`config.mk`:
```
export PLATFORM = sky130hd
export DESIGN_NAME = host_ping_watchdog
export DESIGN_NICKNAME = d
export VERILOG_FILES = /design/src/hpw_pkg.sv /design/src/hpw_unit.sv /design/src/hpw_seq.sv /design/src/host_ping_watchdog.sv
export SDC_FILE = /design/constraint.sdc
export NUM_CORES = 1
export LEC_CHECK = 0
export BUFFER_PORTS_ARGS = -buffer_cell sky130_fd_sc_hd__buf_2
export CORE_MARGIN = 2
export CORE_UTILIZATION = 40
export CTS_CLUSTER_DIAMETER = 150
export CTS_CLUSTER_SIZE = 28
export DETAILED_ROUTE_END_ITERATION = 16
export HOLD_SLACK_MARGIN = 0.12
export PLACE_DENSITY = 0.64
export SKIP_LAST_GASP = 1
export SLEW_MARGIN = 20
export SYNTH_ARGS = -nofsm -noshare
export SYNTH_HDL_FRONTEND = slang
export SYNTH_SLANG_ARGS = --single-unit
```
`constraint.sdc`:
```
create_clock -name clk -period 19.2 [get_ports clk]
set_input_delay 3.84 -clock clk [delete_from_list [all_inputs] [get_ports clk]]
set_output_delay 3.84 -clock clk [all_outputs]
set_load 0.005 [all_outputs]
```
`src/hpw_pkg.sv`:
```
`default_nettype none
package hpw_pkg;

  // Field widths
  localparam int CNT_W   = 18;
  localparam int RST_W   = 16;
  localparam int LOST_W  = 4;
  localparam int ADDR_W  = 5;
  localparam int DATA_W  = 32;
  // Channels that have configuration bytes
  localparam int CFG_CHANNELS = 4;

  // Request kinds
  localparam logic REQ_TICK   = 1'b0;
  localparam logic REQ_REPORT = 1'b1;

  // Event kinds
  localparam logic EV_PING  = 1'b0;
  localparam logic EV_RELAY = 1'b1;

  // Register indexes (byte address = 4 * index)
  localparam logic [2:0] REG_ACTIVE  = 3'd0;
  localparam logic [2:0] REG_TEST    = 3'd1;
  localparam logic [2:0] REG_LOST    = 3'd2;
  localparam logic [2:0] REG_RESTART = 3'd3;
  localparam logic [2:0] REG_SETTLE  = 3'd4;

  // Channel unit operations
  localparam logic [1:0] OP_LOAD   = 2'd0;
  localparam logic [1:0] OP_STEP   = 2'd1;
  localparam logic [1:0] OP_REPORT = 2'd2;

  typedef struct packed {
    logic       req_type;
    logic [1:0] channel;
    logic       ping_ok;
  } in_t;

  typedef struct packed {
    logic             event_kind;
    logic [1:0]       target_channel;
    logic             relay_on;
    logic [RST_W-1:0] restart_total;
    logic             last;
  } out_t;

  typedef struct packed {
    logic [3:0]  active_mask;
    logic [31:0] test_periods;
    logic [15:0] lost_limits;
    logic [31:0] restart_waits;
    logic [31:0] settle_waits;
  } cfg_t;

  typedef struct packed {
    logic [CNT_W-1:0]  countdown;
    logic              started;
    logic              restart_mode;
    logic              awaiting;
    logic [LOST_W-1:0] lost_count;
    logic [RST_W-1:0]  restart_count;
  } chan_t;

  typedef struct packed {
    logic ev_valid;
    logic ev_kind;
    logic ev_relay;
  } unit_res_t;

endpackage
`default_nettype wire

```
`src/hpw_unit.sv`:
```
`default_nettype none
// Shared per-channel update: one multiply (seconds to ticks), one decrement,
// small compares. Applied to one channel at a time by the sequencer.
module hpw_unit #(
  parameter int TICKS_PER_SECOND = 1000
) (
  input  wire logic [1:0]       op,
  input  wire logic             ping_ok,
  input  wire logic [1:0]       ch_sel,
  input  wire logic             ch_cfg,
  input  wire hpw_pkg::cfg_t    cfg,
  input  wire hpw_pkg::chan_t   chan_cur,
  output hpw_pkg::chan_t        chan_upd,
  output hpw_pkg::unit_res_t    res
);

  logic                        active;
  logic [7:0]                  test_sec;
  logic [7:0]                  restart_sec;
  logic [7:0]                  settle_sec;
  logic [3:0]                  limit;
  logic [hpw_pkg::LOST_W:0]    lost_inc;
  logic                        exceed;
  logic [7:0]                  mult_sec;
  logic [hpw_pkg::CNT_W-1:0]   load_val;
  logic [hpw_pkg::CNT_W-1:0]   dec_val;
  logic                        due;
  logic [hpw_pkg::RST_W-1:0]   rst_sat;

  assign active      = ch_cfg && cfg.active_mask[ch_sel];
  assign test_sec    = cfg.test_periods[8*ch_sel +: 8];
  assign restart_sec = cfg.restart_waits[8*ch_sel +: 8];
  assign settle_sec  = cfg.settle_waits[8*ch_sel +: 8];
  assign limit       = cfg.lost_limits[4*ch_sel +: 4];

  // Lost count compared one bit wider so a limit of fifteen works
  assign lost_inc = {1'b0, chan_cur.lost_count} + 5'd1;
  assign exceed   = lost_inc > {1'b0, limit};

  // Operand select for the shared multiplier
  always_comb begin
    case (op)
      hpw_pkg::OP_STEP:   mult_sec = settle_sec;
      hpw_pkg::OP_REPORT: mult_sec = (!ping_ok && exceed) ? restart_sec : test_sec;
      default:            mult_sec = test_sec;
    endcase
  end

  assign load_val = hpw_pkg::CNT_W'(32'(mult_sec) * 32'(TICKS_PER_SECOND));

  // Saturating countdown; due once it reaches zero
  assign dec_val = (chan_cur.countdown == '0) ? '0 : chan_cur.countdown - 1'b1;
  assign due     = (dec_val == '0);
  assign rst_sat = (chan_cur.restart_count == '1) ? chan_cur.restart_count
                                                  : chan_cur.restart_count + 1'b1;

  always_comb begin
    chan_upd = chan_cur;
    res      = '0;
    case (op)
      hpw_pkg::OP_LOAD: begin
        if (!active) begin
          chan_upd.started  = 1'b0;
          chan_upd.awaiting = 1'b0;
        end else if (!chan_cur.started) begin
          chan_upd.countdown = load_val;
          chan_upd.started   = 1'b1;
        end
      end
      hpw_pkg::OP_STEP: begin
        if (active) begin
          chan_upd.countdown = dec_val;
          if (due) begin
            if (chan_cur.restart_mode) begin
              chan_upd.restart_mode = 1'b0;
              chan_upd.countdown    = load_val;
              res.ev_valid          = 1'b1;
              res.ev_kind           = hpw_pkg::EV_RELAY;
              res.ev_relay          = 1'b0;
            end else if (!chan_cur.awaiting) begin
              chan_upd.awaiting = 1'b1;
              res.ev_valid      = 1'b1;
              res.ev_kind       = hpw_pkg::EV_PING;
              res.ev_relay      = 1'b0;
            end
          end
        end
      end
      hpw_pkg::OP_REPORT: begin
        if (chan_cur.awaiting) begin
          chan_upd.awaiting  = 1'b0;
          chan_upd.countdown = load_val;
          if (ping_ok) begin
            chan_upd.lost_count = '0;
          end else if (exceed) begin
            chan_upd.lost_count    = '0;
            chan_upd.restart_count = rst_sat;
            chan_upd.restart_mode  = 1'b1;
            res.ev_valid           = 1'b1;
            res.ev_kind            = hpw_pkg::EV_RELAY;
            res.ev_relay           = 1'b1;
          end else begin
            chan_upd.lost_count = lost_inc[hpw_pkg::LOST_W-1:0];
          end
        end
      end
      default: begin
        chan_upd = chan_cur;
      end
    endcase
  end

endmodule
`default_nettype wire

```
`src/hpw_seq.sv`:
```
`default_nettype none
// Sequencer: walks the channels through the shared unit, holds the channel
// state, and stages results so the last one of an input can be marked.
module hpw_seq #(
  parameter int CHANNELS         = 4,
  parameter int TICKS_PER_SECOND = 1000
) (
  input  wire logic          clk,
  input  wire logic          rst_n,
  input  wire logic          in_valid,
  output logic               in_stall,
  input  wire hpw_pkg::in_t  in_data,
  output logic               out_valid,
  input  wire logic          out_stall,
  output hpw_pkg::out_t      out_data,
  input  wire hpw_pkg::cfg_t cfg
);

  localparam int IW = (CHANNELS > 1) ? $clog2(CHANNELS) : 1;

  localparam logic [2:0] S_IDLE   = 3'd0;
  localparam logic [2:0] S_LOAD   = 3'd1;
  localparam logic [2:0] S_STEP   = 3'd2;
  localparam logic [2:0] S_REPORT = 3'd3;
  localparam logic [2:0] S_FLUSH  = 3'd4;

  logic [2:0]          state_r, state_nxt;
  logic [IW-1:0]       idx_r, idx_nxt;
  logic                ok_r, ok_nxt;
  hpw_pkg::out_t       pend_r, pend_nxt;
  logic                pend_v_r, pend_v_nxt;
  hpw_pkg::out_t       out_r, out_nxt;
  logic                out_valid_r, out_valid_nxt;
  hpw_pkg::chan_t      chan_r [CHANNELS];

  hpw_pkg::chan_t      chan_upd;
  hpw_pkg::unit_res_t  res;
  logic [1:0]          op;
  logic [3:0]          cur_ch;
  logic [3:0]          rep_ch;
  logic                ch_cfg;
  logic                out_free;
  logic                go;
  logic                do_step;
  logic                chan_we;
  hpw_pkg::out_t       new_ev;

  assign cur_ch   = 4'(idx_r);
  assign rep_ch   = 4'(in_data.channel);
  assign ch_cfg   = cur_ch < 4'(hpw_pkg::CFG_CHANNELS);
  assign out_free = !out_valid_r || !out_stall;
  // A staged result must be able to move to the output before a new one
  assign go       = !pend_v_r || out_free;
  assign in_stall = (state_r != S_IDLE);
  assign out_valid = out_valid_r;
  assign out_data  = out_r;

  always_comb begin
    case (state_r)
      S_STEP:   op = hpw_pkg::OP_STEP;
      S_REPORT: op = hpw_pkg::OP_REPORT;
      default:  op = hpw_pkg::OP_LOAD;
    endcase
  end

  hpw_unit #(
    .TICKS_PER_SECOND(TICKS_PER_SECOND)
  ) u_unit (
    .op       (op),
    .ping_ok  (ok_r),
    .ch_sel   (cur_ch[1:0]),
    .ch_cfg   (ch_cfg),
    .cfg      (cfg),
    .chan_cur (chan_r[idx_r]),
    .chan_upd (chan_upd),
    .res      (res)
  );

  always_comb begin
    new_ev                = '0;
    new_ev.event_kind     = res.ev_kind;
    new_ev.target_channel = cur_ch[1:0];
    new_ev.relay_on       = res.ev_relay;
    new_ev.restart_total  = chan_upd.restart_count;
  end

  // Sequencer and result staging
  always_comb begin
    state_nxt     = state_r;
    idx_nxt       = idx_r;
    ok_nxt        = ok_r;
    pend_nxt      = pend_r;
    pend_v_nxt    = pend_v_r;
    out_nxt       = out_r;
    out_valid_nxt = out_valid_r && out_stall;
    do_step       = 1'b0;
    chan_we       = 1'b0;
    case (state_r)
      S_IDLE: begin
        if (in_valid) begin
          ok_nxt = in_data.ping_ok;
          if (in_data.req_type == hpw_pkg::REQ_TICK) begin
            idx_nxt   = '0;
            state_nxt = S_LOAD;
          end else if (rep_ch < 4'(CHANNELS)) begin
            idx_nxt   = rep_ch[IW-1:0];
            state_nxt = S_REPORT;
          end
        end
      end
      S_LOAD: begin
        chan_we   = 1'b1;
        state_nxt = S_STEP;
      end
      S_STEP: begin
        if (go) begin
          do_step = 1'b1;
          if (idx_r == IW'(CHANNELS - 1)) begin
            state_nxt = S_FLUSH;
          end else begin
            idx_nxt   = idx_r + IW'(1);
            state_nxt = S_LOAD;
          end
        end
      end
      S_REPORT: begin
        if (go) begin
          do_step   = 1'b1;
          state_nxt = S_FLUSH;
        end
      end
      S_FLUSH: begin
        if (!pend_v_r) begin
          state_nxt = S_IDLE;
        end else if (out_free) begin
          out_nxt       = pend_r;
          out_nxt.last  = 1'b1;
          out_valid_nxt = 1'b1;
          pend_v_nxt    = 1'b0;
          state_nxt     = S_IDLE;
        end
      end
      default: begin
        state_nxt = S_IDLE;
      end
    endcase

    // A new event pushes the staged one out, not last
    if (do_step) begin
      chan_we = 1'b1;
      if (res.ev_valid) begin
        if (pend_v_r) begin
          out_nxt       = pend_r;
          out_nxt.last  = 1'b0;
          out_valid_nxt = 1'b1;
        end
        pend_nxt   = new_ev;
        pend_v_nxt = 1'b1;
      end
    end
  end

  // Control registers
  always_ff @(posedge clk) begin
    if (!rst_n) begin
      state_r     <= S_IDLE;
      pend_v_r    <= 1'b0;
      out_valid_r <= 1'b0;
    end else begin
      state_r     <= state_nxt;
      pend_v_r    <= pend_v_nxt;
      out_valid_r <= out_valid_nxt;
    end
  end

  // Payload registers
  always_ff @(posedge clk) begin
    idx_r  <= idx_nxt;
    ok_r   <= ok_nxt;
    pend_r <= pend_nxt;
    out_r  <= out_nxt;
  end

  // Channel state, one entry per channel
  always_ff @(posedge clk) begin
    if (!rst_n) begin
      for (int i = 0; i < CHANNELS; i++) begin
        chan_r[i] <= '0;
      end
    end else if (chan_we) begin
      chan_r[idx_r] <= chan_upd;
    end
  end

endmodule
`default_nettype wire

```
`src/host_ping_watchdog.sv`:
```
// Ping/restart watchdog for up to CHANNELS network hosts.
// Input channel (in_valid/in_stall/in_data): each transfer is either a
// one-millisecond tick or a ping outcome for one channel. On a tick every
// channel is visited in order; a due channel requests a ping, or ends a
// restart by switching its relay off. A failed ping past the lost limit
// switches the relay on and starts a restart wait.
// Result channel (out_valid/out_stall/out_data): ping requests and relay
// switches, the final one of each input marked with last.
// Timing: in_stall is high while an input is processed; a tick gives each
// channel a load and then a step. One channel update per cycle, unless it
// waits on the output, runs through a single multiply and decrement unit.
// A stalled receiver holds its result; one more result is staged inside,
// and the sequencer waits when both are full.
// Configuration is to be written over the APB port only while the block
// is idle; the user must keep to this, the block does not enforce it.
// Reset (rst_n low, synchronous) clears the control and configuration
// registers and all channel state; result payloads are loaded before use.
`default_nettype none
module host_ping_watchdog #(
  parameter int CHANNELS         = 4,
  parameter int TICKS_PER_SECOND = 1000
) (
  input  wire logic                       clk,
  input  wire logic                       rst_n,
  input  wire logic                       in_valid,
  output logic                            in_stall,
  input  wire hpw_pkg::in_t               in_data,
  output logic                            out_valid,
  input  wire logic                       out_stall,
  output hpw_pkg::out_t                   out_data,
  input  wire logic                       psel,
  input  wire logic                       penable,
  input  wire logic                       pwrite,
  input  wire logic [hpw_pkg::ADDR_W-1:0] paddr,
  input  wire logic [hpw_pkg::DATA_W-1:0] pwdata,
  output logic      [hpw_pkg::DATA_W-1:0] prdata,
  output logic                            pready
);

  logic [3:0]  active_r;
  logic [31:0] test_r;
  logic [15:0] lost_r;
  logic [31:0] restart_r;
  logic [31:0] settle_r;
  logic [2:0]  reg_idx;
  logic        wr_en;
  hpw_pkg::cfg_t cfg;

  assign pready  = 1'b1;
  assign reg_idx = paddr[4:2];
  assign wr_en   = psel && penable && pwrite && pready;

  // Configuration registers
  always_ff @(posedge clk) begin
    if (!rst_n) begin
      active_r  <= '0;
      test_r    <= '0;
      lost_r    <= '0;
      restart_r <= '0;
      settle_r  <= '0;
    end else if (wr_en) begin
      case (reg_idx)
        hpw_pkg::REG_ACTIVE:  active_r  <= pwdata[3:0];
        hpw_pkg::REG_TEST:    test_r    <= pwdata;
        hpw_pkg::REG_LOST:    lost_r    <= pwdata[15:0];
        hpw_pkg::REG_RESTART: restart_r <= pwdata;
        hpw_pkg::REG_SETTLE:  settle_r  <= pwdata;
        default: ;
      endcase
    end
  end

  // Read back
  always_comb begin
    case (reg_idx)
      hpw_pkg::REG_ACTIVE:  prdata = {28'd0, active_r};
      hpw_pkg::REG_TEST:    prdata = test_r;
      hpw_pkg::REG_LOST:    prdata = {16'd0, lost_r};
      hpw_pkg::REG_RESTART: prdata = restart_r;
      hpw_pkg::REG_SETTLE:  prdata = settle_r;
      default:              prdata = '0;
    endcase
  end

  assign cfg.active_mask   = active_r;
  assign cfg.test_periods  = test_r;
  assign cfg.lost_limits   = lost_r;
  assign cfg.restart_waits = restart_r;
  assign cfg.settle_waits  = settle_r;

  hpw_seq #(
    .CHANNELS        (CHANNELS),
    .TICKS_PER_SECOND(TICKS_PER_SECOND)
  ) u_seq (
    .clk       (clk),
    .rst_n     (rst_n),
    .in_valid  (in_valid),
    .in_stall  (in_stall),
    .in_data   (in_data),
    .out_valid (out_valid),
    .out_stall (out_stall),
    .out_data  (out_data),
    .cfg       (cfg)
  );

endmodule
`default_nettype wire
```
==> results of run 1 <==
## registers in the layout, summed over array words and instances (netlist names), named ones only
signal,cells
active_r,4
lost_r,16
restart_r,32
settle_r,32
test_r,32
u_seq.chan_r,164
u_seq.idx_r,2
u_seq.ok_r,1
u_seq.out_data,1
u_seq.out_valid,1
u_seq.pend_r,20
u_seq.pend_v_r,1
u_seq.state_r,3
## routing by layer
metal,vias up,part of all wire (%),track usage [%]
met4,4,2.4,5.616
met3,88,6.2,2.765
li1,6283,-,-
met2,520,49,36.60
met5,-,0.048,0
met1,6875,42,28.55
## worst max-delay path, delay by kind of cell
kind                   cells  cell delay [ns]
AOI/OAI and AO/OA          1             0.22
and+or+nand+nor            2             0.88
buffers and inverters      2             0.88
## per-stage QoR
stage,setup WS [ns],utilization [%],std cells,power [mW],hold slack [ns]
floorplan,10.29,-,1736,1.027,0.4501
global placement,9.626,42.97,2340,1.103,0.4697
detailed placement,9.617,42.97,2340,1.110,0.4747
CTS,9.599,43.90,2364,1.473,0.4904
global route,9.474,43.91,2364,1.530,0.5150
finish,9.511,43.91,2365,1.467,0.4871
## power by group through the flow
stage / registers (mW) / logic, mW / clock network [mW]
2_1_floorplan: 0.809 / 0.218 / 0
3_3_place_gp: 0.814 / 0.289 / 0
3_5_place_dp: 0.816 / 0.294 / 0
4_1_cts: 0.800 / 0.296 / 0.378
5_1_grt: 0.803 / 0.326 / 0.402
6_report: 0.799 / 0.298 / 0.370
## area by class of cell
cell class                      count  share of cell area, %
Antenna cell                        1                0.01283
Clock buffer                       23                  2.079
Clock inverter                      1                0.03849
Inverter                           81                  1.559
Multi-Input combinational cell   1212                  44.39
Sequential cell                   331                  44.61
Tap cell                          592                  3.798
Timing Repair Buffer              124                  3.509
## final timing paths
kind / start / end / slack (ns) / cells after the start
worst max-delay path: paddr[3] / prdata[17] / 9.51 / 5
worst min-delay path: test_r[17] / test_r[17] / 0.49 / 2
worst max register to register: flip-flop / u_seq.chan_r[0][38] / 10.58 / 27
worst min register to register: test_r[17] / test_r[17] / 0.49 / 2
## cells in the final DEF (no fill, tap or decap), types with 30 or more instances in the layout
cell,count
buf_2,100
a21oi_1,30
ha_1,51
nand2_1,305
o21ai_0,52
a22oi_1,44
edfxtp_1,207
mux4_2,70
a22o_1,36
nor2_1,185
dfxtp_1,122
inv_1,80
a21boi_0,120
## cells by family after synthesis
family,Yosys count,synth area share (%)
DFF,331,48.08
muxes,94,10.10
and+or+nand+nor,641,15.28
xor gates and xnor gates,31,1.542
AOI/OAI and AO/OA,373,14.83
buffers and inverters,193,4.295
other,1,0.02073
adders and majority gates,72,5.851
==> impl_metrics.csv, run 1 <==
group,metric,value,unit
run_status,status,"completed",
sta,rsz0062_at_grt,"false",
routing,drtPass1Iterations,5,
clock_network,cts_tree,"done",
routing,via_count,13770,
clock_network,cts_root_buf,"clkbuf_16",
cells_and_area,finish.net_count,1885,
power,powerDensity,75.23,mW/mm^2
logic_synthesis,synth-seq-area-share,48.08,%
power,peakVddDrop,0.00005665,V
placed_design,hpwl,33650,um
logic_synthesis,yosysWarnings,0,
cells_and_area,drive_above_1_share,14.11,%
critical_path,cp_max_fo,44,
clock_network,post_cts_resize_count,0,
routing,drc,0,
power,p_leak,7.105,nW
cells_and_area,multiInputGateArea,0.008657,mm^2
cells_and_area,fin_area,0.01950,mm^2
routing,avgRoutedWirePerCell,21.35,um
critical_path,cp_slowest_cell,"and2_1",
logic_synthesis,avgSynthCellArea,10.42,um^2
logic_synthesis,synth_top_cells_by_count,"nand2_1 (308), edfxtp_1 (207), nor2_1 (186)",
logic_synthesis,synth.top_cell.area_share,34.36,%
global_route,antenna_found_initial,4,
critical_path,start_kind,"input port",
clock_network,cts_buffers,15,
sta,maxSlewHeadroom,27.87,%
global_route,grt_pass1_wl,78520,um
global_route,grt_usage,21.35,%
critical_path,crit_path_end_kind,"output pin",
cells_and_area,syn_to_final_growth,7.809,%
clock_network,cts_sinks,331,
power,p_sw_share,28.97,%
sta,fin_crit,9.689,ns
sta,fmax,103.2,MHz
min_path,worstHoldPathType,"reg2reg",
placed_design,gp_congestion,0.8839,
global_route,grt_pass1_vias,13620,
logic_synthesis,synth_seq_cells,331,
routing,via_per_inst,5.822,
clock_network,post_cts_buffers,0,
critical_path,critPathKind,"in2out",
power,power_switching,425.1,uW
logic_synthesis,synthArstFlopShare,0,%
power,combPwrFrac,20.3,%
floorplanning,die_area,0.04694,mm^2
critical_path,cp_common_cell,"buf_2",
global_route,overflow,0,
sta,finalSetupTns,0,ns
floorplanning,die_h,216.7,um
sta,finalClockSkew,0.01681,ns
power,p_int,1.042,mW
critical_path,required,15.36,ns
routing,ant_nets,0,
logic_synthesis,synth.net_count,1856,
cells_and_area,regArea,0.008701,mm^2
floorplanning,initial_utilization,40.73,%
floorplanning,rows,77,
logic_synthesis,ys_types,71,
floorplanning,ios,104,
clock_network,path_clk_slew,0.11,ns
routing,drt_iter0_markers,1278,
floorplanning,fp.dieW,216.7,um
routing,wl,50490,um
logic_synthesis,yosys.area.top_type,"edfxtp_1",
sta,slew_viol_final,0,
global_route,grt_start_max_net_pins,125,
flow_run,cap_viol_max_count,0,
sta,min_period_over_period,50.46,%
floorplanning,coreArea,0.04441,mm^2
logic_synthesis,synthCells,1736,
critical_path,worst_path_largest_cell_delay,0.78,ns
placed_design,port_buffers,100,
logic_synthesis,synth_area,0.01809,mm^2
critical_path,critPathArrivalTime,5.85,ns
logic_synthesis,synth_edf_count,207,
clock_network,cts_buffer_depth,3,
sta,worst_slew_pin_slew,1.071,ns
cells_and_area,fillers,4191,
critical_path,path_cells,"buf_2, and2_1, nand2_1, o21ai_0, buf_2",
logic_synthesis,netlist_top_cells_area,"edfxtp_1 (34%), dfxtp_1 (14%), mux4_2 (8.7%)",
placed_design,placed_area,0.01908,mm^2
sta,hold_violations,0,
clock_network,htree_levels,1,
power,power_frac_clock,25.2,%
clock_network,ctsHoldBuffers,0,
logic_synthesis,post-synth-top-count-cell,"nand2_1",
power,sequentialPowerShare,54.5,%
logic_synthesis,ys.flop_type,"edfxtp_1",
sta,setup_violations,0,
clock_network,clkLatencyLatePin,0.52,ns
Note: power is estimated with default switching activity, not from simulation.
==> run 2, diff against run 1 <==
==> constraint.sdc (replaced) <==
create_clock -name clk -period 9.4 [get_ports clk]
set_input_delay 1.88 -clock clk [delete_from_list [all_inputs] [get_ports clk]]
set_output_delay 1.88 -clock clk [all_outputs]
set_load 0.005 [all_outputs]
==> run 2 against run 1 <==
Compared with the run above: first-iteration DRC count grew 1.9%; wire length rose by 1.2%; hold slack better by 0.0048 ns; critical path type is now reg2reg.
==> impl_metrics.csv, run 2 (same netlist as run 1, synthesis figures left out) <==
group,metric,value,unit
run_status,status,"completed",
critical_path,rr_endpoint,"u_seq.chan_r[2][39]",
clock_network,cts_buffers,15,
routing,ant_nets,0,
floorplanning,initial_utilization,40.73,%
power,peakVddDrop,0.0001134,V
cells_and_area,finish.net_count,1887,
global_route,grt_usage,21.63,%
routing,wl,51100,um
critical_path,path_cells,"mux4_2, ha_1, ha_1, nor2b_1, o211ai_1, a21oi_1, o211a_1, a22o_1, a222oi_1, inv_1, fa_1, inv_1, fa_1, fa_1, fa_1, inv_1, ha_1, a21boi_0, o21a_1, o211a_1, o2111ai_1, o211ai_1, a222oi_1, nor3_1",
critical_path,critPathKind,"reg2reg",
min_path,worstHoldPathCells,2,
critical_path,worst_path_largest_cell_delay,0.63,ns
critical_path,crit_path_end_kind,"flip-flop",
sta,setup_violations,0,
critical_path,critPathArrivalTime,8.30,ns
global_route,grt_pass1_wl,79590,um
global_route,antenna_found_initial,3,
global_route,grt_pass1_vias,13570,
cells_and_area,final_common_cell,"nand2_1",
routing,via_per_inst,5.801,
power,p_total,3.012,mW
placed_design,hpwl,34050,um
critical_path,ff2ff_path_depth,24,
clock_network,path_clk_slew,0.11,ns
routing,wl_met3,2925,um
power,sequentialPowerShare,54.0,%
cells_and_area,syn_to_final_growth,7.906,%
floorplanning,fp.dieW,216.7,um
min_path,worstHoldPathType,"reg2reg",
cells_and_area,top_register,"u_seq.chan_r",
routing,via_count,13730,
global_route,overflow,0,
cells_and_area,fin_area,0.01952,mm^2
critical_path,cp_slowest_cell,"a222oi_1",
power,power_frac_clock,25.3,%
clock_network,post_cts_buffers,0,
critical_path,cp_top_family,"compound AO/OA/AOI/OAI gates",
sta,fin_crit,8.043,ns
sta,min_period_over_period,85.56,%
sta,slew_viol_final,0,
routing,met2WireLength,25090,um
critical_path,start_kind,"flip-flop",
sta,finalSetupTns,0,ns
min_path,hold_end,"u_seq.out_data[0]",
clock_network,cts_root_buf,"clkbuf_16",
floorplanning,rows,77,
placed_design,port_buffers,100,
sta,hold_violations,0,
power,power_switching,881.9,uW
power,powerDensity,154.3,mW/mm^2
critical_path,cp_common_cell,"fa_1",
routing,top_layer_used,"met5",
critical_path,cp_max_fo,8,
clock_network,htree_levels,1,
clock_network,cts_buffer_depth,3,
critical_path,required,9.65,ns
power,p_int,2.130,mW
routing,wl_met1,21930,um
sta,rsz0062_at_grt,"false",
clock_network,cts_tree,"done",
floorplanning,die_area,0.04694,mm^2
cells_and_area,final_util,43.95,%
sta,worst_slew_pin_slew,0.9831,ns
sta,finalClockSkew,0.02596,ns
routing,drt_iter0_markers,1302,
power,p_sw_share,29.28,%
clock_network,cts_sinks,331,
cells_and_area,largest_register_ffs,164,
cells_and_area,fin_cells,2366,
critical_path,crit_buf_inv,3,
power,p_leak,7.120,nW
routing,avgRoutedWirePerCell,21.60,um
placed_design,placed_cells,2342,
power,combPwrFrac,20.6,%
cells_and_area,fillers,4188,
sta,fmax,124.3,MHz
floorplanning,die_h,216.7,um
global_route,grt_start_max_net_pins,125,
critical_path,reg2reg_slack,1.36,ns
placed_design,placed_area,0.01910,mm^2
cells_and_area,drive_above_1_share,14.21,%
flow_run,cap_viol_max_count,0,
sta,maxSlewHeadroom,34.46,%
floorplanning,coreArea,0.04441,mm^2
routing,drc,0,
clock_network,ctsHoldBuffers,0,
clock_network,post_cts_resize_count,0,
placed_design,gp_congestion,0.8994,
floorplanning,ios,104,
routing,drtPass1Iterations,5,
min_path,hold_start,"u_seq.out_data[0]",
cells_and_area,final_cell_mix,"nand2_1 (305), edfxtp_1 (207), nor2_1 (185)",
cells_and_area,antenna_cells,0,
clock_network,clkLatencyLatePin,0.53,ns
-- run 2: worst max-delay path by stage --
stage                                to  depth (start not counted)
floorplan           u_seq.chan_r[0][38]                         27
global placement    u_seq.chan_r[0][38]                         26
detailed placement  u_seq.chan_r[1][38]                         26
CTS                 u_seq.chan_r[2][39]                         24
global route        u_seq.chan_r[2][38]                         26
finish              u_seq.chan_r[2][39]                         24
-- run 2: power by group through the flow --
stage	Clock (mW)	Sequential (mW)	Combinational, mW
finish	0.763	1.63	0.622
floorplan	0	1.65	0.445
detailed placement	0	1.66	0.613
global route	0.822	1.63	0.675
global placement	0	1.66	0.605
CTS	0.777	1.63	0.618
-- run 2: area by class of cell --
class,instances,area [um^2],area share (%)
Tap cell,592,740.7,3.795
Clock buffer,23,405.4,2.077
Sequential cell,331,8701,44.57
Clock inverter,1,7.507,0.03846
Timing Repair Buffer,126,699.4,3.583
Multi-Input combinational cell,1212,8662,44.38
Inverter,81,304.0,1.558
-- run 2: layer usage --
| metal | vias to the layer above | track usage, % |
|---|---|---|
| met5 | - | 0 |
| met4 | 4 | 5.251 |
| met3 | 73 | 2.625 |
| met2 | 471 | 36.89 |
| met1 | 6878 | 29.38 |
| li1 | 6299 | - |
-- run 2: tightest hold or removal path, cell delays in order (launching register included) --
cell and delay (ns):
dfxtp_1 0.32, nor2_1 0.09, a21oi_1 0.04
-- run 2: metrics by stage --
step                      worst slack (ns)  hold WS (ns)
after floorplan                     0.8738        0.4501
after global placement               1.445        0.4675
after detailed placement             1.425        0.4779
after CTS                            1.395        0.4926
after global routing                0.7630        0.5157
final                                1.357        0.4919
